===== config.mk =====
export PLATFORM = sky130hd
export DESIGN_NAME = nal_bit_writer_exp_golomb_core_flat
export DESIGN_NICKNAME = d
export VERILOG_FILES = /design/src/nbw_pkg.sv /design/src/nbw_if.sv /design/src/nbw_pack.sv /design/src/nbw_emit.sv /design/src/nal_bit_writer_exp_golomb_core.sv /design/src/flat_wrapper.sv
export SDC_FILE = /design/constraint.sdc
export NUM_CORES = 1
export LEC_CHECK = 0
export BUFFER_PORTS_ARGS = -buffer_cell sky130_fd_sc_hd__buf_2
export CORE_ASPECT_RATIO = 1.4
export CORE_UTILIZATION = 50
export CTS_BUF_LIST = sky130_fd_sc_hd__clkbuf_16
export CTS_CLUSTER_SIZE = 12
export DETAILED_ROUTE_END_ITERATION = 8
export GPL_TIMING_DRIVEN = 0
export PLACE_DENSITY = 0.68
export SLEW_MARGIN = 20
export SYNTH_ARGS = -nofsm -noshare
export SYNTH_HDL_FRONTEND = slang
export SYNTH_SLANG_ARGS = --single-unit
export TNS_END_PERCENT = 100

===== constraint.sdc =====
create_clock -name clk -period 16.6 [get_ports clk]
set_input_delay 3.32 -clock clk [delete_from_list [all_inputs] [get_ports clk]]
set_output_delay 3.32 -clock clk [all_outputs]
set_load 0.02 [all_outputs]

===== src/nbw_pkg.sv =====
// ----------------------------------------------------------------------------
// NAL bit writer package
// Shared widths, request codes, stream constants and the control struct that
// passes from the bit packer to the byte emitter.
// ----------------------------------------------------------------------------
package nbw_pkg;

	localparam int REQ_TYPE_W = 3;
	localparam int VALUE_W = 32;
	localparam int BIT_CNT_W = 6;
	localparam int SVAL_W = 16;
	localparam int BYTE_W = 8;
	localparam int PEND_W = 7;
	localparam int PCNT_W = 3;
	localparam int FIXED_MAX = 32;
	localparam int MAX_RESULTS = 8;
	localparam int CNT_W = 4;
	localparam int BYTES_W = 4;
	localparam int RAW_W = 3;
	localparam int GOLOMB_VALUE_BITS_DEF = 16;

	localparam logic [RAW_W-1:0] RAW_BYTES = 3'd4;
	localparam logic [BYTE_W-1:0] EMU_BYTE = 8'h03;
	localparam logic [BYTE_W-1:0] EMU_TRIGGER_MAX = 8'h03;
	localparam logic [BYTE_W-1:0] START_TAIL = 8'h01;
	localparam logic [BYTE_W-1:0] ZERO_BYTE = 8'h00;
	localparam logic [1:0] ZRUN_MAX = 2'd2;

	typedef enum logic [REQ_TYPE_W-1:0] {
		REQ_FIXED = 3'd0,
		REQ_UE    = 3'd1,
		REQ_SE    = 3'd2,
		REQ_TRAIL = 3'd3,
		REQ_ALIGN = 3'd4,
		REQ_START = 3'd5
	} nbw_req_t;

	typedef struct packed {
		logic err;
		logic start;
		logic [BYTES_W-1:0] data_cnt;
	} nbw_ctl_t;

	function automatic int code_w(int gvb);
		return (2 * gvb - 1 > FIXED_MAX) ? 2 * gvb - 1 : FIXED_MAX;
	endfunction

	function automatic int full_w(int gvb);
		return code_w(gvb) + PEND_W;
	endfunction

	function automatic int buf_w(int gvb);
		return (full_w(gvb) / BYTE_W) * BYTE_W;
	endfunction

endpackage


===== src/nbw_if.sv =====
// ----------------------------------------------------------------------------
// NAL bit writer channels
// Request and result channels with valid/ready handshakes; a beat moves when
// valid and ready are both high at a rising clock edge.
// ----------------------------------------------------------------------------
interface nbw_req_if;
	import nbw_pkg::*;

	logic valid;
	logic ready;
	logic [REQ_TYPE_W-1:0] req_type;
	logic [VALUE_W-1:0] value;
	logic [BIT_CNT_W-1:0] bit_count;
	logic signed [SVAL_W-1:0] signed_value;

	modport source (output valid, req_type, value, bit_count, signed_value, input ready);
	modport sink (input valid, req_type, value, bit_count, signed_value, output ready);
endinterface

interface nbw_res_if;
	import nbw_pkg::*;

	logic valid;
	logic ready;
	logic [BYTE_W-1:0] out_byte;
	logic emulation_byte;
	logic error;
	logic last;

	modport source (output valid, out_byte, emulation_byte, error, last, input ready);
	modport sink (input valid, out_byte, emulation_byte, error, last, output ready);
endinterface


===== src/nbw_pack.sv =====
// ----------------------------------------------------------------------------
// NAL bit writer packer
// Builds the code bits of one request, joins them to the pending partial
// byte and splits the result into whole bytes and a new partial byte.
// ----------------------------------------------------------------------------
module nbw_pack #(
	parameter int GOLOMB_VALUE_BITS = nbw_pkg::GOLOMB_VALUE_BITS_DEF
) (
	input  logic [nbw_pkg::REQ_TYPE_W-1:0] req_type,
	input  logic [nbw_pkg::VALUE_W-1:0] value,
	input  logic [nbw_pkg::BIT_CNT_W-1:0] bit_count,
	input  logic signed [nbw_pkg::SVAL_W-1:0] signed_value,
	input  logic [nbw_pkg::PEND_W-1:0] pend_bits,
	input  logic [nbw_pkg::PCNT_W-1:0] pend_cnt,
	output nbw_pkg::nbw_ctl_t ctl,
	output logic [nbw_pkg::buf_w(GOLOMB_VALUE_BITS)-1:0] data_bits,
	output logic [nbw_pkg::PEND_W-1:0] pend_bits_nxt,
	output logic [nbw_pkg::PCNT_W-1:0] pend_cnt_nxt
);
	import nbw_pkg::*;

	localparam int GVB = GOLOMB_VALUE_BITS;
	localparam int CODE_W = code_w(GVB);
	localparam int FULL_W = full_w(GVB);
	localparam int BUF_W = buf_w(GVB);
	localparam int LEN_W = $clog2(CODE_W + 1);
	localparam int TOT_W = $clog2(FULL_W + 1);
	localparam int GL_W = $clog2(GVB + 1);
	localparam int MAP_W = SVAL_W + 1;
	localparam logic [VALUE_W-1:0] UE_LIMIT = VALUE_W'((64'd1 << GVB) - 64'd2);

	logic [BIT_CNT_W-1:0] nb_clip;
	logic [VALUE_W-1:0] fix_mask;
	logic se_pos;
	logic signed [SVAL_W+1:0] s2;
	logic [MAP_W-1:0] se_map;
	logic [VALUE_W-1:0] ue_in;
	logic ue_err;
	logic [GVB-1:0] ue_v;
	logic [GL_W-1:0] ue_l;
	logic [3:0] align_len;
	logic [3:0] trail_len;
	logic [CODE_W-1:0] code;
	logic [LEN_W-1:0] code_len;
	logic err;
	logic start;
	logic [FULL_W-1:0] full;
	logic [FULL_W-1:0] aligned;
	logic [TOT_W-1:0] total;
	logic [PCNT_W-1:0] rem;

	assign nb_clip = (bit_count > BIT_CNT_W'(FIXED_MAX)) ? BIT_CNT_W'(FIXED_MAX) : bit_count;
	assign fix_mask = (nb_clip == BIT_CNT_W'(FIXED_MAX)) ? '1 :
		((VALUE_W'(1) << nb_clip) - VALUE_W'(1));

	// Signed mapping: positive s goes to 2s-1, zero and negative s to -2s.
	assign se_pos = !signed_value[SVAL_W-1] && (signed_value != '0);
	assign s2 = {signed_value[SVAL_W-1], signed_value, 1'b0};
	assign se_map = se_pos ? MAP_W'(s2 - 1) : MAP_W'(-s2);

	assign ue_in = (req_type == REQ_UE) ? value : VALUE_W'(se_map);
	assign ue_err = ue_in > UE_LIMIT;
	assign ue_v = ue_in[GVB-1:0] + GVB'(1);

	always_comb begin
		ue_l = '0;
		for (int i = 0; i < GVB; i++) begin
			if (ue_v[i]) begin
				ue_l = GL_W'(i + 1);
			end
		end
	end

	assign align_len = (pend_cnt == '0) ? 4'd0 : 4'd8 - {1'b0, pend_cnt};
	assign trail_len = 4'd8 - {1'b0, pend_cnt};

	always_comb begin
		code = '0;
		code_len = '0;
		err = 1'b0;
		start = 1'b0;
		case (nbw_req_t'(req_type)) inside
			REQ_FIXED: begin
				code = CODE_W'(value & fix_mask);
				code_len = LEN_W'(nb_clip);
			end
			REQ_UE, REQ_SE: begin
				if (ue_err) begin
					err = 1'b1;
				end else begin
					code = CODE_W'(ue_v);
					code_len = LEN_W'({ue_l, 1'b0}) - LEN_W'(1);
				end
			end
			REQ_TRAIL: begin
				code = CODE_W'(1) << (3'd7 - pend_cnt);
				code_len = LEN_W'(trail_len);
			end
			REQ_ALIGN: begin
				code_len = LEN_W'(align_len);
			end
			REQ_START: begin
				code_len = LEN_W'(align_len);
				start = 1'b1;
			end
			default: begin
				code_len = '0;
			end
		endcase
	end

	assign full = (FULL_W'(pend_bits) << code_len) | FULL_W'(code);
	assign total = TOT_W'(pend_cnt) + TOT_W'(code_len);
	assign rem = total[PCNT_W-1:0];
	assign aligned = full << (TOT_W'(FULL_W) - total);

	assign data_bits = aligned[FULL_W-1 -: BUF_W];
	assign pend_bits_nxt = PEND_W'(full) & ((PEND_W'(1) << rem) - PEND_W'(1));
	assign pend_cnt_nxt = rem;

	assign ctl.err = err;
	assign ctl.start = start;
	assign ctl.data_cnt = BYTES_W'(total[TOT_W-1:PCNT_W]);

endmodule


===== src/nbw_emit.sv =====
// ----------------------------------------------------------------------------
// NAL bit writer byte emitter
// Sends the bytes of one request one beat per cycle unless the output stalls,
// inserts the 0x03 prevention byte after two zero bytes before a byte of 0x03
// or less, appends start codes and holds the result in an output register.
// ----------------------------------------------------------------------------
module nbw_emit #(
	parameter int GOLOMB_VALUE_BITS = nbw_pkg::GOLOMB_VALUE_BITS_DEF
) (
	input  logic clk,
	input  logic arst_n,
	input  logic load,
	input  nbw_pkg::nbw_ctl_t ctl,
	input  logic [nbw_pkg::buf_w(GOLOMB_VALUE_BITS)-1:0] data_bits,
	output logic free,
	nbw_res_if.source res
);
	import nbw_pkg::*;

	localparam int BUF_W = buf_w(GOLOMB_VALUE_BITS);

	logic [BUF_W-1:0] data_q;
	logic [BYTES_W-1:0] data_left_q;
	logic [RAW_W-1:0] raw_left_q;
	logic err_q;
	logic [CNT_W-1:0] cnt_q;
	logic [1:0] zrun_q;

	logic out_valid_q;
	logic [BYTE_W-1:0] out_byte_q;
	logic out_emu_q;
	logic out_err_q;
	logic out_last_q;

	logic busy;
	logic capped;
	logic out_free;
	logic step;
	logic push;
	logic [BYTE_W-1:0] cur;
	logic need_emu;

	logic [BUF_W-1:0] data_n;
	logic [BYTES_W-1:0] data_left_n;
	logic [RAW_W-1:0] raw_left_n;
	logic err_n;
	logic [1:0] zrun_n;
	logic done_n;
	logic [BYTE_W-1:0] r_byte;
	logic r_emu;
	logic r_err;
	logic r_last;

	assign busy = err_q || (data_left_q != '0) || (raw_left_q != '0);
	assign capped = cnt_q == CNT_W'(MAX_RESULTS);
	assign out_free = !out_valid_q || res.ready;
	assign step = busy && (capped || out_free);
	assign push = step && !capped;
	assign cur = data_q[BUF_W-1 -: BYTE_W];
	assign need_emu = (zrun_q == ZRUN_MAX) && (cur <= EMU_TRIGGER_MAX);

	always_comb begin
		data_n = data_q;
		data_left_n = data_left_q;
		raw_left_n = raw_left_q;
		err_n = err_q;
		zrun_n = zrun_q;
		r_byte = ZERO_BYTE;
		r_emu = 1'b0;
		r_err = 1'b0;
		if (err_q) begin
			r_err = 1'b1;
			err_n = 1'b0;
		end else if (data_left_q != '0) begin
			if (need_emu) begin
				r_byte = EMU_BYTE;
				r_emu = 1'b1;
				zrun_n = '0;
			end else begin
				r_byte = cur;
				data_n = data_q << BYTE_W;
				data_left_n = data_left_q - BYTES_W'(1);
				if (cur == ZERO_BYTE) begin
					zrun_n = (zrun_q == ZRUN_MAX) ? ZRUN_MAX : zrun_q + 2'd1;
				end else begin
					zrun_n = '0;
				end
			end
		end else begin
			r_byte = (raw_left_q == RAW_W'(1)) ? START_TAIL : ZERO_BYTE;
			raw_left_n = raw_left_q - RAW_W'(1);
			zrun_n = '0;
		end
		done_n = !err_n && (data_left_n == '0) && (raw_left_n == '0);
		r_last = done_n || (cnt_q == CNT_W'(MAX_RESULTS - 1));
	end

	assign free = !busy || (step && done_n);

	always_ff @(posedge clk or negedge arst_n) begin
		if (!arst_n) begin
			data_left_q <= '0;
			raw_left_q <= '0;
			err_q <= 1'b0;
			cnt_q <= '0;
			zrun_q <= '0;
			out_valid_q <= 1'b0;
		end else begin
			if (step) begin
				zrun_q <= zrun_n;
			end
			if (load) begin
				data_left_q <= ctl.data_cnt;
				raw_left_q <= ctl.start ? RAW_BYTES : '0;
				err_q <= ctl.err;
				cnt_q <= '0;
			end else if (step) begin
				data_left_q <= data_left_n;
				raw_left_q <= raw_left_n;
				err_q <= err_n;
				if (push) begin
					cnt_q <= cnt_q + CNT_W'(1);
				end
			end
			if (push) begin
				out_valid_q <= 1'b1;
			end else if (res.ready) begin
				out_valid_q <= 1'b0;
			end
		end
	end

	always_ff @(posedge clk) begin
		if (load) begin
			data_q <= data_bits;
		end else if (step) begin
			data_q <= data_n;
		end
		if (push) begin
			out_byte_q <= r_byte;
			out_emu_q <= r_emu;
			out_err_q <= r_err;
			out_last_q <= r_last;
		end
	end

	assign res.valid = out_valid_q;
	assign res.out_byte = out_byte_q;
	assign res.emulation_byte = out_emu_q;
	assign res.error = out_err_q;
	assign res.last = out_last_q;

endmodule


===== src/nal_bit_writer_exp_golomb_core.sv =====
// ----------------------------------------------------------------------------
// NAL bit writer with Exp-Golomb coding and emulation prevention
// A request passes the stage-1 register and the emitter state into the output
// register. Throughput: one result beat per cycle while the result side is
// ready; the emitter takes the next request as it sends the last result of
// the current one, so single-byte requests stream at one per cycle.
// Reset clears the pending partial byte, the zero-byte run and all valid flags.
// ----------------------------------------------------------------------------
module nal_bit_writer_exp_golomb_core #(
	parameter int GOLOMB_VALUE_BITS = nbw_pkg::GOLOMB_VALUE_BITS_DEF
) (
	input  logic clk,
	input  logic arst_n,
	nbw_req_if.sink req,
	nbw_res_if.source res
);
	import nbw_pkg::*;

	localparam int BUF_W = buf_w(GOLOMB_VALUE_BITS);

	logic valid_s1;
	logic [REQ_TYPE_W-1:0] req_type_s1;
	logic [VALUE_W-1:0] value_s1;
	logic [BIT_CNT_W-1:0] bit_count_s1;
	logic signed [SVAL_W-1:0] sval_s1;

	logic [PEND_W-1:0] pend_bits_q;
	logic [PCNT_W-1:0] pend_cnt_q;

	nbw_ctl_t ctl;
	logic [BUF_W-1:0] data_bits;
	logic [PEND_W-1:0] pend_bits_nxt;
	logic [PCNT_W-1:0] pend_cnt_nxt;
	logic em_free;
	logic load;
	logic accept;

	assign load = valid_s1 && em_free;
	assign req.ready = !valid_s1 || load;
	assign accept = req.valid && req.ready;

	always_ff @(posedge clk or negedge arst_n) begin
		if (!arst_n) begin
			valid_s1 <= 1'b0;
			pend_bits_q <= '0;
			pend_cnt_q <= '0;
		end else begin
			if (accept) begin
				valid_s1 <= 1'b1;
			end else if (load) begin
				valid_s1 <= 1'b0;
			end
			if (load) begin
				pend_bits_q <= pend_bits_nxt;
				pend_cnt_q <= pend_cnt_nxt;
			end
		end
	end

	always_ff @(posedge clk) begin
		if (accept) begin
			req_type_s1 <= req.req_type;
			value_s1 <= req.value;
			bit_count_s1 <= req.bit_count;
			sval_s1 <= req.signed_value;
		end
	end

	nbw_pack #(
		.GOLOMB_VALUE_BITS(GOLOMB_VALUE_BITS)
	) u_pack (
		.req_type(req_type_s1),
		.value(value_s1),
		.bit_count(bit_count_s1),
		.signed_value(sval_s1),
		.pend_bits(pend_bits_q),
		.pend_cnt(pend_cnt_q),
		.ctl(ctl),
		.data_bits(data_bits),
		.pend_bits_nxt(pend_bits_nxt),
		.pend_cnt_nxt(pend_cnt_nxt)
	);

	nbw_emit #(
		.GOLOMB_VALUE_BITS(GOLOMB_VALUE_BITS)
	) u_emit (
		.clk(clk),
		.arst_n(arst_n),
		.load(load),
		.ctl(ctl),
		.data_bits(data_bits),
		.free(em_free),
		.res(res)
	);

	a_err_beat: assert property (@(posedge clk) disable iff (!arst_n)
		res.valid && res.error |-> res.last && !res.emulation_byte && res.out_byte == ZERO_BYTE)
		else $error("error beat carries stream data");

	a_emu_beat: assert property (@(posedge clk) disable iff (!arst_n)
		res.valid && res.emulation_byte |-> res.out_byte == EMU_BYTE && !res.error)
		else $error("prevention beat has wrong content");

	a_pend_clean: assert property (@(posedge clk) disable iff (!arst_n)
		(pend_bits_q >> pend_cnt_q) == PEND_W'(0))
		else $error("pending bits above the pending count are not zero");

	a_load_free: assert property (@(posedge clk) disable iff (!arst_n)
		valid_s1 && !load |=> valid_s1 && $stable(req_type_s1) && $stable(value_s1))
		else $error("staged request lost before it reached the emitter");

endmodule


===== src/flat_wrapper.sv =====
// flat-port wrapper written by rule: the top's interface ports become plain ports
module nal_bit_writer_exp_golomb_core_flat import nbw_pkg::*;
#(
	parameter int GOLOMB_VALUE_BITS = nbw_pkg::GOLOMB_VALUE_BITS_DEF
)
  (clk, arst_n, req_valid, req_req_type, req_value, req_bit_count, req_signed_value, req_ready, res_valid, res_out_byte, res_emulation_byte, res_error, res_last, res_ready);
  nbw_req_if req_i ();
  nbw_res_if res_i ();
  input  logic clk;
  input  logic arst_n;
  input wire logic [$bits(req_i.valid)-1:0] req_valid;
  input wire logic [$bits(req_i.req_type)-1:0] req_req_type;
  input wire logic [$bits(req_i.value)-1:0] req_value;
  input wire logic [$bits(req_i.bit_count)-1:0] req_bit_count;
  input wire logic [$bits(req_i.signed_value)-1:0] req_signed_value;
  output wire logic [$bits(req_i.ready)-1:0] req_ready;
  output wire logic [$bits(res_i.valid)-1:0] res_valid;
  output wire logic [$bits(res_i.out_byte)-1:0] res_out_byte;
  output wire logic [$bits(res_i.emulation_byte)-1:0] res_emulation_byte;
  output wire logic [$bits(res_i.error)-1:0] res_error;
  output wire logic [$bits(res_i.last)-1:0] res_last;
  input wire logic [$bits(res_i.ready)-1:0] res_ready;
  assign req_i.valid = req_valid;
  assign req_i.req_type = req_req_type;
  assign req_i.value = req_value;
  assign req_i.bit_count = req_bit_count;
  assign req_i.signed_value = req_signed_value;
  assign req_ready = req_i.ready;
  assign res_valid = res_i.valid;
  assign res_out_byte = res_i.out_byte;
  assign res_emulation_byte = res_i.emulation_byte;
  assign res_error = res_i.error;
  assign res_last = res_i.last;
  assign res_i.ready = res_ready;
  nal_bit_writer_exp_golomb_core #(.GOLOMB_VALUE_BITS(GOLOMB_VALUE_BITS)) u_core (.clk(clk), .arst_n(arst_n), .req(req_i), .res(res_i));
endmodule

### After elaboration in Yosys (flattened, before gate mapping)

Index checks and enable logic that the tools add are counted.

| storage, ports and cells | value |
|---|---|
| flip-flop bits (word level) | 126 |
| bits of input ports | 61 |
| logic and storage cells | 167 |

| cells by class | value |
|---|---|
| shift-type cells | 5 |
| bitwise logic cells | 5 |
| multiplexer cells | 72 |
| add/subtract/negate cells | 14 |
| eq/ne operators | 12 |
| order comparisons | 3 |
| reductions and logical operators | 38 |

Operators with widths:

| cell | number |
|---|---|
| $mux W32 | 10 |
| $mux W4 | 14 |
| $or A39 B32 Y39 | 1 |
| $shl A39 B6 Y39 | 1 |
| $shl A7 B6 Y39 | 1 |
| $mux W5 | 7 |
| $and A32 B32 Y32 | 1 |
| $gt A32 B16 Y1 const B | 1 |
| $shl A1 B3 Y32 const A | 1 |
| $shl A1 B6 Y32 const A | 1 |
| $sub A32 B1 Y32 const B | 1 |
| $mux W3 | 9 |
| $mux W6 | 4 |
| $mux W1 | 18 |
| $mux W17 | 1 |
| $neg A17 Y17 | 1 |
| $sub A17 B2 Y17 const B | 1 |
| $add A16 B1 Y16 const B | 1 |
| $mux W16 | 1 |
| $mux W8 | 2 |
| $reduce_bool A16 Y1 | 1 |
| $mux W2 | 6 |
| $reduce_bool A2 Y1 | 5 |
| $logic_not A3 Y1 | 3 |
| other kinds (33) | 57 |

### Depth between registers and ports, before layout

Gate-level depths: netlist (run 1).

| logic depth | value |
|---|---|
| depth after elaboration | 29 |
| gate-level depth with buffers | 35 |

### Hierarchy

From an unflattened synthesis (run 1), not the netlist that was laid out.

| unflattened totals | value |
|---|---|
| cells, all modules | 1367 |
| area total of the unflattened synthesis | 11966.5 um2 |

Modules (own cells, without submodules):

| module | area an instance (um2) | instances | cells an instance |
|---|---|---|---|
| nbw_pack | 7020.5 | 1 | 1079 |
| nbw_emit | 2772.7 | 1 | 204 |
| nal_bit_writer_exp_golomb_core | 2173.3 | 1 | 84 |

### Worst setup path after synthesis (run 1)

Ideal clock, no wire load.

| timing path | value |
|---|---|
| kind | register to register |
| start point | register u_core.sval_s1[0] |
| end point | register u_core.u_emit.data_q[16], data pin |
| arrival time | 7.302 ns |
| path slack | 9.039 ns |
| cell stages (with the launch flop) | 36 |
| data required time | 16.341 ns |
| library setup time | 0.259 ns |
| path through | edfxtp_1 > inv_1 > ha_1 > nor3b_2 > and4_1 > clkbuf_1 > o21ai_0 > and2_1 > nand2_1 > o21a_1 > ha_1 > nand2_1 > or2_2 > nor2_1 > and3_1 > xor2_1 > nor2_1 > o21ai_0 > nand2_1 > nand2_1 > ha_1 > o311a_1 > clkinv_1 > ha_1 > a21oi_1 > xnor2_1 > inv_1 > clkbuf_1 > clkbuf_1 > ha_1 > xnor3_1 > and2_1 > clkbuf_1 > nand3_1 > o21ai_1 > a211o_1 |

| on the way | value |
|---|---|
| word-level cells in the longest chain between the ends | 29 |

Ends and longest elaborated chain:

| element | line | source |
|---|---|---|
| start, declared | nal_bit_writer_exp_golomb_core.sv:25 | `logic signed [SVAL_W-1:0] sval_s1;` |
| start signal, assigned | nal_bit_writer_exp_golomb_core.sv:65 | `sval_s1 <= req.signed_value;` |
| branches (longest 2 deep; another with $neg A17 Y17) | -- |  |
| $mux W17 (*) | nbw_pack.sv:59 | `assign se_map = se_pos ? MAP_W'(s2 - 1) : MAP_W'(-s2);` |
| $mux W32 (*) | nbw_pack.sv:61 | `assign ue_in = (req_type == REQ_UE) ? value : VALUE_W'(se_map);` |
| $add A16 B1 Y16 | nbw_pack.sv:63 | `assign ue_v = ue_in[GVB-1:0] + GVB'(1);` |
| $mux W1 | nbw_pack.sv:68 | `if (ue_v[i]) begin` |
| $mux W2 (2 in series) | nbw_pack.sv:68 |  |
| $mux W3 (4 in series) | nbw_pack.sv:68 |  |
| $mux W4 (2 in series) | nbw_pack.sv:68 |  |
| $mux W5 (7 in series) | nbw_pack.sv:68 |  |
| $sub A6 B1 Y6 | nbw_pack.sv:92 | `code_len = LEN_W'({ue_l, 1'b0}) - LEN_W'(1);` |
| $mux W6 | nbw_pack.sv:88 | `if (ue_err) begin` |
| $mux W6 (2 in series) | nbw_pack.sv:82 | `case (nbw_req_t'(req_type)) inside` |
| $add A3 B6 Y6 or $shl A7 B6 Y39 (tied branches) | nbw_pack.sv:113, nbw_pack.sv:112 |  |
| $sub A6 B6 Y6 or $or A39 B32 Y39 (tied branches) | nbw_pack.sv:115, nbw_pack.sv:112 |  |
| $shl A39 B6 Y39 (*) | nbw_pack.sv:115 | `assign aligned = full << (TOT_W'(FULL_W) - total);` |
| $mux W32 (*) | nbw_emit.sv:134 | `if (load) begin` |
| end signal, assigned | nbw_emit.sv:135 | `data_q <= data_bits;` |
| end signal, assigned | nbw_emit.sv:137 | `data_q <= data_n;` |
| end, declared | nbw_emit.sv:22 | `logic [BUF_W-1:0] data_q;` |

Every way passes the cells marked *.
A chain may end at the register's enable or synchronous reset.

### Worst setup path after layout (run 1)

| timing path | value |
|---|---|
| start point | register u_core.sval_s1[0] |
| end point | register u_core.u_emit.data_q[29], data pin |

The elaborated chain is that of the path after synthesis.

==> results of run 1 <==
-- synthesized netlist by cell type, drive strengths merged (9+ instances only) --
| library cell | instances |
|---|---|
| or3 | 15 |
| o211ai | 41 |
| and3 | 22 |
| nor3 | 61 |
| nor4 | 21 |
| and2 | 37 |
| xnor2 | 29 |
| nor2 | 115 |
| a22o | 10 |
| mux2 | 13 |
| inv | 39 |
| a211oi | 23 |
| a22oi | 30 |
| clkbuf | 79 |
| ha | 25 |
| a31oi | 40 |
| mux2i | 29 |
| a21oi | 74 |
| o21ai | 82 |
| a211o | 14 |
| a21boi | 9 |
| a21o | 10 |
| dfrtp | 26 |
| nand3 | 80 |
| edfxtp | 100 |
| xor2 | 10 |
| nand2b | 15 |
| buf | 21 |
| nand2 | 139 |
| a32oi | 15 |
| nand4 | 20 |
| o31ai | 14 |
| a221oi | 11 |
| o2111ai | 9 |
| o221ai | 12 |
-- worst reg2reg max path: cells and delay by family, from the launching register on --
kind / cells / cell delay [ps]
AND/OR/NAND/NOR: 7 / 2080
adder cells (fa/ha/maj): 5 / 1390
buffers and inverters: 8 / 3090
AO/OA/AOI/OAI: 10 / 3090
flip-flops: 1 / 500
XOR/XNOR: 1 / 170
-- sequential cells by signal, summed over array words and instances (netlist names) --
name and cells:
u_core.u_emit.data_left_q 4, u_core.valid_s1 1, u_core.pend_cnt_q 3, u_core.bit_count_s1 6, u_core.u_emit.err_q 1, u_core.u_emit.cnt_q 4, u_core.u_emit.res.last 1, u_core.u_emit.res.emulation_byte 1
u_core.u_emit.zrun_q 2, u_core.pend_bits_q 7, u_core.u_emit.res.error 1, u_core.req_type_s1 3, u_core.u_emit.raw_left_q 3, u_core.u_emit.res.valid 1, u_core.u_emit.res.out_byte 8, u_core.u_emit.data_q 32
u_core.sval_s1 16, u_core.value_s1 32
-- area by class of cell --
type                            instances  area, sq um  area share
Multi-Input combinational cell       1155         7520       0.574
Sequential cell                       126         3650       0.279
Clock buffer                           17          425      0.0325
Buffer                                100          418      0.0319
Tap cell                              306          383      0.0292
Timing Repair Buffer                   73          365      0.0279
Clock inverter                         15          173      0.0132
Inverter                               42          158      0.0120
-- cells by family after synthesis --
group	after synthesis	synth area share
flip-flops	126	0.311
AO/OA/AOI/OAI	474	0.287
buffers and inverters	142	0.0490
multiplexers	49	0.0509
AND/OR/NAND/NOR	566	0.243
adder cells (fa/ha/maj)	26	0.0283
XOR/XNOR	40	0.0310
-- layout by cell type, fill, tap and decap left out, types with 15 or more instances in the layout --
cell / count
sky130_fd_sc_hd__nand3_1: 80
sky130_fd_sc_hd__dfrtp_1: 26
sky130_fd_sc_hd__nand2_1: 137
sky130_fd_sc_hd__o21ai_0: 71
sky130_fd_sc_hd__and3_1: 21
sky130_fd_sc_hd__a32oi_1: 15
sky130_fd_sc_hd__nor4_1: 20
sky130_fd_sc_hd__a21oi_1: 74
sky130_fd_sc_hd__edfxtp_1: 100
sky130_fd_sc_hd__nand4_1: 20
sky130_fd_sc_hd__inv_1: 38
sky130_fd_sc_hd__a22oi_1: 30
sky130_fd_sc_hd__a31oi_1: 40
sky130_fd_sc_hd__xnor2_1: 29
sky130_fd_sc_hd__nor3_1: 59
sky130_fd_sc_hd__buf_2: 80
sky130_fd_sc_hd__o211ai_1: 40
sky130_fd_sc_hd__clkbuf_1: 79
sky130_fd_sc_hd__a211oi_1: 21
sky130_fd_sc_hd__mux2i_1: 28
sky130_fd_sc_hd__and2_1: 35
sky130_fd_sc_hd__ha_1: 25
sky130_fd_sc_hd__clkbuf_16: 17
sky130_fd_sc_hd__nor2_1: 114
sky130_fd_sc_hd__nand2b_1: 15
-- per-stage QoR --
step,instances,hold WS [ps],utilization,worst slack (ps),cell area [sq um]
after CTS,1834,521,0.566,6430,13100
after floorplan,1423,465,-,9040,11700
after global routing,1834,534,0.566,5660,13100
after global placement,1802,488,0.540,6430,12500
after detailed placement,1802,502,0.541,6480,12500
final,1834,522,0.566,5960,13100
-- layer usage --
layer | vias up | GRT usage | routed length (um)
met5 | - | 0 | 0
met4 | 0 | 0.385 | 5120
met3 | 283 | 0.0934 | 4100
met2 | 836 | 0.720 | 23900
met1 | 6078 | 0.426 | 16900
li1 | 5723 | - | -
-- worst paths after layout --
kind | from | endpoint | slack (ps)
max | u_core.sval_s1[0] | u_core.u_emit.data_q[29] | 5960
min | u_core.u_emit.zrun_q[0] | u_core.u_emit.zrun_q[0] | 520
max reg2reg | u_core.sval_s1[0] | u_core.u_emit.data_q[29] | 5960
min reg2reg | u_core.u_emit.zrun_q[0] | u_core.u_emit.zrun_q[0] | 520
max in group asynchronous | arst_n | u_core.u_emit.err_q | 13340
min in group asynchronous | arst_n | u_core.u_emit.res.valid | 2870
==> run_summary.xml, run 1 <==
<?xml version="1.0" encoding="UTF-8"?>
<metrics>
  <group name="finish">
    <metric name="fillerInstances" unit="">2192</metric>
    <metric name="drive_gt1_frac" unit="">0.115</metric>
    <metric name="antenna_cells" unit="">0</metric>
    <metric name="layout.nets" unit="">1602</metric>
    <metric name="areaGrowthSynthToFinish" unit="%">11.5</metric>
  </group>
  <group name="placed_design">
    <metric name="gp_congestion" unit="">1.09</metric>
    <metric name="detailed_place_hpwl" unit="um">38500</metric>
    <metric name="io_buffer_count" unit="">73</metric>
  </group>
  <group name="die">
    <metric name="top_level_ports" unit="">74</metric>
    <metric name="die_y" unit="um">183</metric>
    <metric name="die_width" unit="um">132</metric>
    <metric name="starting_density_of_the_core" unit="">0.508</metric>
    <metric name="dieArea" unit="sq um">24100</metric>
    <metric name="placementRows" unit="">66</metric>
    <metric name="coreArea" unit="sq um">23100</metric>
  </group>
  <group name="global_route">
    <metric name="first_global_vias" unit="">12600</metric>
    <metric name="groute.usage.overall" unit="">0.419</metric>
    <metric name="grt_remaining_overflow" unit="">0</metric>
    <metric name="grt_antenna_before_repair" unit="">0</metric>
    <metric name="grt_first_pass_wirelength" unit="um">75300</metric>
    <metric name="grt_max_degree" unit="">58</metric>
  </group>
  <group name="clocking">
    <metric name="quantity_of_gates_resized_following_cts" unit="">0</metric>
    <metric name="clock_tree_buffer_depth" unit="">2</metric>
    <metric name="htree_num_levels" unit="">4</metric>
    <metric name="path_clk_slew" unit="ps">70</metric>
    <metric name="cts_root_buf" unit="">sky130_fd_sc_hd__clkbuf_16</metric>
    <metric name="tritoncts" unit="">built</metric>
    <metric name="postCtsSetupBuffers" unit="">0</metric>
    <metric name="tritoncts_sinks" unit="">126</metric>
    <metric name="cts_inserted_buffers" unit="">17</metric>
    <metric name="post_cts_hold_buffer_count" unit="">0</metric>
    <metric name="worstSkewPairLatency" unit="ps">440</metric>
  </group>
  <group name="sta">
    <metric name="rsz0062_at_grt" unit="">false</metric>
    <metric name="post-route-period-util" unit="">0.641</metric>
    <metric name="timing.max_slew.rel_slack" unit="">0.286</metric>
    <metric name="fin_setup_tns" unit="ps">0</metric>
    <metric name="setup_violations" unit="">0</metric>
    <metric name="finClkSkew" unit="ps">13.4</metric>
    <metric name="timing_max_transition_violations_final" unit="">0</metric>
    <metric name="maximum_operating_frequency" unit="MHz">94.0</metric>
    <metric name="final_hold_viol_count" unit="">0</metric>
    <metric name="max_slew.worst_pin.slew" unit="ps">1070</metric>
    <metric name="timing.final.crit_period" unit="ps">10640</metric>
  </group>
  <group name="worst_setup_path">
    <metric name="cp-end-kind" unit="">register</metric>
    <metric name="critPathLaunchType" unit="">register</metric>
    <metric name="slowest_delay" unit="ps">830</metric>
    <metric name="cp_max_fo" unit="">10</metric>
    <metric name="worst-setup-path-type" unit="">register to register</metric>
    <metric name="timing.critical_path.slowest_stage_cell" unit="">sky130_fd_sc_hd__o31ai_1</metric>
    <metric name="cells_on_worst_reg2reg_path" unit="">31</metric>
    <metric name="worst-endpoint-arrival" unit="ps">10750</metric>
    <metric name="timing.critical_path.required" unit="ps">16710</metric>
    <metric name="critical_path_s_top_delay_family" unit="">compound AO/OA/AOI/OAI gates</metric>
    <metric name="worstPathBufferInverterCount" unit="">8</metric>
    <metric name="worst-path-stages" unit="">31</metric>
  </group>
  <group name="drt">
    <metric name="total_wire_length_after_detailed_routing" unit="um">50100</metric>
    <metric name="via_per_inst" unit="">7.04</metric>
    <metric name="remaining_antenna_violation_count_after_routing" unit="">0</metric>
    <metric name="detail_route.first_pass.iterations" unit="">6</metric>
    <metric name="drtIter0Drc" unit="">1155</metric>
    <metric name="route.vias.total" unit="">12900</metric>
    <metric name="drc" unit="">0</metric>
    <metric name="wl_per_cell" unit="um">27.3</metric>
  </group>
  <group name="synth">
    <metric name="synth.cell_area" unit="sq um">11700</metric>
    <metric name="ys_ff_latch" unit="">126</metric>
    <metric name="synth_top_cells_by_area" unit="">sky130_fd_sc_hd__edfxtp_1 (26%), sky130_fd_sc_hd__dfrtp_1 (5.5%), sky130_fd_sc_hd__nand2_1 (4.4%), sky130_fd_sc_hd__nor2_1 (3.6%), sky130_fd_sc_hd__nand3_1 (3.4%)</metric>
    <metric name="post-synth-top-area-fraction" unit="">0.256</metric>
    <metric name="syn_avg_cell_area" unit="sq um">8.25</metric>
    <metric name="synth.lib_cells_used.distinct" unit="">104</metric>
    <metric name="yosys_warning_total" unit="">0</metric>
    <metric name="synth-async-reset-ratio" unit="">0.206</metric>
    <metric name="synth_enable_flop_cells" unit="">100</metric>
    <metric name="synth_area_leader_cell" unit="">sky130_fd_sc_hd__edfxtp_1</metric>
    <metric name="synthesis.instances" unit="">1423</metric>
    <metric name="ys_dominant_reg_cell" unit="">sky130_fd_sc_hd__edfxtp_1</metric>
    <metric name="mapped_nets" unit="">1510</metric>
    <metric name="sequential_element_share_of_the_synthesized_area" unit="">0.311</metric>
  </group>
  <group name="worst_hold_path">
    <metric name="whs_path_depth" unit="">1</metric>
    <metric name="holdCritPathClass" unit="">register to register</metric>
  </group>
  <group name="outcome">
    <metric name="outcome" unit="">completed</metric>
  </group>
  <group name="flow_run">
    <metric name="cap_viol_max_count" unit="">0</metric>
  </group>
</metrics>
Power of run 1 is left out: the tool's default activity adds up to more than one toggle a clock period on the data nets, which glitch-free logic cannot reach.
==> run 2, diff against run 1 <==
--- a/config.mk
+++ b/config.mk
@@ -12,7 +12,7 @@
 export CTS_CLUSTER_SIZE = 12
 export DETAILED_ROUTE_END_ITERATION = 8
 export GPL_TIMING_DRIVEN = 0
-export PLACE_DENSITY = 0.68
+export PLACE_DENSITY = 0.7
 export SLEW_MARGIN = 20
 export SYNTH_ARGS = -nofsm -noshare
 export SYNTH_HDL_FRONTEND = slang
==> constraint.sdc (replaced) <==
create_clock -name clk -period 8.6 [get_ports clk]
set_input_delay 1.72 -clock clk [delete_from_list [all_inputs] [get_ports clk]]
set_output_delay 1.72 -clock clk [all_outputs]
set_load 0.02 [all_outputs]
==> run 2 against run 1 <==
Sequential share of layout area fell by 0.55 points; die area did not move; global-route usage rose by 0.94 points; setup slack got worse by 5800 ps; first-iteration DRC count rose by 22%; clock skew rose by 6.0 ps; cell area rose by 2.0%; non-clock buffer count rose by 1; hold slack got worse by 9.2 ps; critical endpoint is now u_core.u_emit.data_q[27]; highest routed layer is now met5.
==> run_summary.xml, run 2 (synthesis gave the netlist of run 1 again) <==
<?xml version="1.0" encoding="UTF-8"?>
<metrics>
  <group name="drt">
    <metric name="detail_route.wirelength.met1" unit="um">17000</metric>
    <metric name="detail_route.first_pass.iterations" unit="">6</metric>
    <metric name="wl_per_cell" unit="um">27.9</metric>
    <metric name="route.vias.total" unit="">13100</metric>
    <metric name="total_wire_length_after_detailed_routing" unit="um">51300</metric>
    <metric name="drtIter0Drc" unit="">1408</metric>
    <metric name="via_per_inst" unit="">7.13</metric>
    <metric name="wl_met3" unit="um">4350</metric>
    <metric name="remaining_antenna_violation_count_after_routing" unit="">0</metric>
    <metric name="dr_wl_met2" unit="um">24700</metric>
    <metric name="top_signal_layer_used" unit="">met5</metric>
    <metric name="drc" unit="">0</metric>
  </group>
  <group name="clocking">
    <metric name="cts_inserted_buffers" unit="">17</metric>
    <metric name="tritoncts_sinks" unit="">126</metric>
    <metric name="post_cts_hold_buffer_count" unit="">0</metric>
    <metric name="worstSkewPairLatency" unit="ps">460</metric>
    <metric name="clock_tree_buffer_depth" unit="">2</metric>
    <metric name="path_clk_slew" unit="ps">70</metric>
    <metric name="tritoncts" unit="">built</metric>
    <metric name="htree_num_levels" unit="">4</metric>
    <metric name="cts_root_buf" unit="">sky130_fd_sc_hd__clkbuf_16</metric>
  </group>
  <group name="sta">
    <metric name="timing_max_transition_violations_final" unit="">0</metric>
    <metric name="timing.final.crit_period" unit="ps">8420</metric>
    <metric name="max_slew.worst_pin.slew" unit="ps">1230</metric>
    <metric name="setup_violations" unit="">0</metric>
    <metric name="final_hold_viol_count" unit="">0</metric>
    <metric name="maximum_operating_frequency" unit="MHz">119</metric>
    <metric name="post-route-period-util" unit="">0.979</metric>
    <metric name="timing.max_slew.rel_slack" unit="">0.173</metric>
    <metric name="finClkSkew" unit="ps">19.4</metric>
  </group>
  <group name="worst_setup_path">
    <metric name="worstPathBufferInverterCount" unit="">6</metric>
    <metric name="worst_r2r_startpoint" unit="">u_core.sval_s1[0]</metric>
    <metric name="setup.worst_path.end" unit="">u_core.u_emit.data_q[27]</metric>
    <metric name="worst-path-stages" unit="">32</metric>
    <metric name="worst-endpoint-arrival" unit="ps">8660</metric>
    <metric name="worst_setup_path_startpoint" unit="">u_core.sval_s1[0]</metric>
    <metric name="cp_max_fo" unit="">10</metric>
    <metric name="cp-end-kind" unit="">register</metric>
    <metric name="r2r_slack" unit="ps">180</metric>
    <metric name="slowest_delay" unit="ps">530</metric>
    <metric name="critPathLaunchType" unit="">register</metric>
    <metric name="worstReg2RegEnd" unit="">u_core.u_emit.data_q[27]</metric>
    <metric name="cells_on_worst_reg2reg_path" unit="">32</metric>
    <metric name="critical_path_s_top_delay_family" unit="">compound AO/OA/AOI/OAI gates</metric>
    <metric name="timing.critical_path.slowest_stage_cell" unit="">sky130_fd_sc_hd__xnor3_2</metric>
    <metric name="timing.critical_path.required" unit="ps">8840</metric>
    <metric name="worst-setup-path-type" unit="">register to register</metric>
  </group>
  <group name="die">
    <metric name="starting_density_of_the_core" unit="">0.508</metric>
    <metric name="die_y" unit="um">183</metric>
    <metric name="coreArea" unit="sq um">23100</metric>
    <metric name="die_width" unit="um">132</metric>
    <metric name="placementRows" unit="">66</metric>
    <metric name="dieArea" unit="sq um">24100</metric>
    <metric name="top_level_ports" unit="">74</metric>
  </group>
  <group name="worst_hold_path">
    <metric name="holdCritPathClass" unit="">register to register</metric>
  </group>
  <group name="finish">
    <metric name="fillerInstances" unit="">2113</metric>
    <metric name="registers_with_the_most_flip_flops" unit="">u_core.u_emit.data_q: 32 flops, u_core.value_s1: 32 flops, u_core.sval_s1: 16 flops</metric>
    <metric name="layout.cells.most_common_list" unit="">sky130_fd_sc_hd__nand2_1 (136), sky130_fd_sc_hd__nor2_1 (108), sky130_fd_sc_hd__edfxtp_1 (100)</metric>
    <metric name="layout.nets" unit="">1603</metric>
    <metric name="final_common_cell" unit="">sky130_fd_sc_hd__nand2_1</metric>
    <metric name="drive_gt1_frac" unit="">0.146</metric>
    <metric name="final_cell_area" unit="sq um">13400</metric>
    <metric name="areaGrowthSynthToFinish" unit="%">13.7</metric>
  </group>
  <group name="placed_design">
    <metric name="io_buffer_count" unit="">73</metric>
    <metric name="detailed_place_hpwl" unit="um">39300</metric>
    <metric name="gp_congestion" unit="">1.06</metric>
    <metric name="cell_area_after_placement" unit="sq um">12500</metric>
  </group>
  <group name="global_route">
    <metric name="grt_remaining_overflow" unit="">0</metric>
    <metric name="groute.usage.overall" unit="">0.429</metric>
    <metric name="grt_max_degree" unit="">58</metric>
    <metric name="grt_first_pass_wirelength" unit="um">75900</metric>
    <metric name="first_global_vias" unit="">12400</metric>
    <metric name="grt_antenna_before_repair" unit="">2</metric>
  </group>
  <group name="flow_run">
    <metric name="cap_viol_max_count" unit="">0</metric>
  </group>
  <group name="outcome">
    <metric name="outcome" unit="">completed</metric>
  </group>
</metrics>
run 2: changes by cell type in the layout (fill, tap and decap cells not counted), sizes merged:
cell | previous run | this run
bufinv | 1 | 3
clkbuf | 96 | 92
buf | 94 | 99
diode | 0 | 2
clkinvlp | 2 | 0
run 2: final cells by class:
class / instances / area [sq um] / area share
multi-input combinational: 1155 / 7710 / 0.577
sequential: 126 / 3650 / 0.273
buffer: 98 / 432 / 0.0323
clock buffer: 17 / 425 / 0.0318
timing repair buffer: 76 / 388 / 0.0290
tap: 306 / 383 / 0.0287
clock inverter: 15 / 199 / 0.0149
inverter: 42 / 160 / 0.0120
antenna: 2 / 5.00 / 0.000375
run 2: per-layer routing:
metal  GRT usage  up-vias
met1       0.428     6126
met5           0        -
met4       0.404        2
met3       0.103      312
li1            -     5739
met2       0.734      913
run 2: repair_timing:
item                       4_1_cts  5_1_grt
buffers inserted                 1        2
resized for setup               29       35
pin swaps                        1        2
cloned                           0        0
setup endpoints to repair       37       36
run 2: how the worst min path moves through the flow:
stage / cells after the start / startpoint / slack, ps / to
floorplan: 2 / u_core.pend_bits_q[5] / 460 / u_core.pend_bits_q[5]
global placement: 1 / u_core.u_emit.zrun_q[0] / 490 / u_core.u_emit.zrun_q[0]
detailed placement: 1 / u_core.u_emit.zrun_q[0] / 490 / u_core.u_emit.zrun_q[0]
CTS: 1 / u_core.u_emit.zrun_q[0] / 520 / u_core.u_emit.zrun_q[0]
global route: 1 / u_core.u_emit.zrun_q[0] / 530 / u_core.u_emit.zrun_q[0]
finish: 1 / u_core.u_emit.zrun_q[0] / 510 / u_core.u_emit.zrun_q[0]
run 2: metrics by stage:
| stage | TNS [ps] | util | worst slack [ps] | instances | hold slack (ps) |
|---|---|---|---|---|---|
| 2_1_floorplan | 0 | - | 1040 | 1423 | 465 |
| 3_3_place_gp | -45450 | 0.540 | -1670 | 1802 | 488 |
| 3_5_place_dp | -47120 | 0.541 | -1730 | 1802 | 493 |
| 4_1_cts | 0 | 0.572 | 20.2 | 1834 | 517 |
| 5_1_grt | -246 | 0.578 | -86.0 | 1835 | 525 |
| 6_report | 0 | 0.578 | 179 | 1837 | 512 |
Power of run 2 is left out for the same reason.
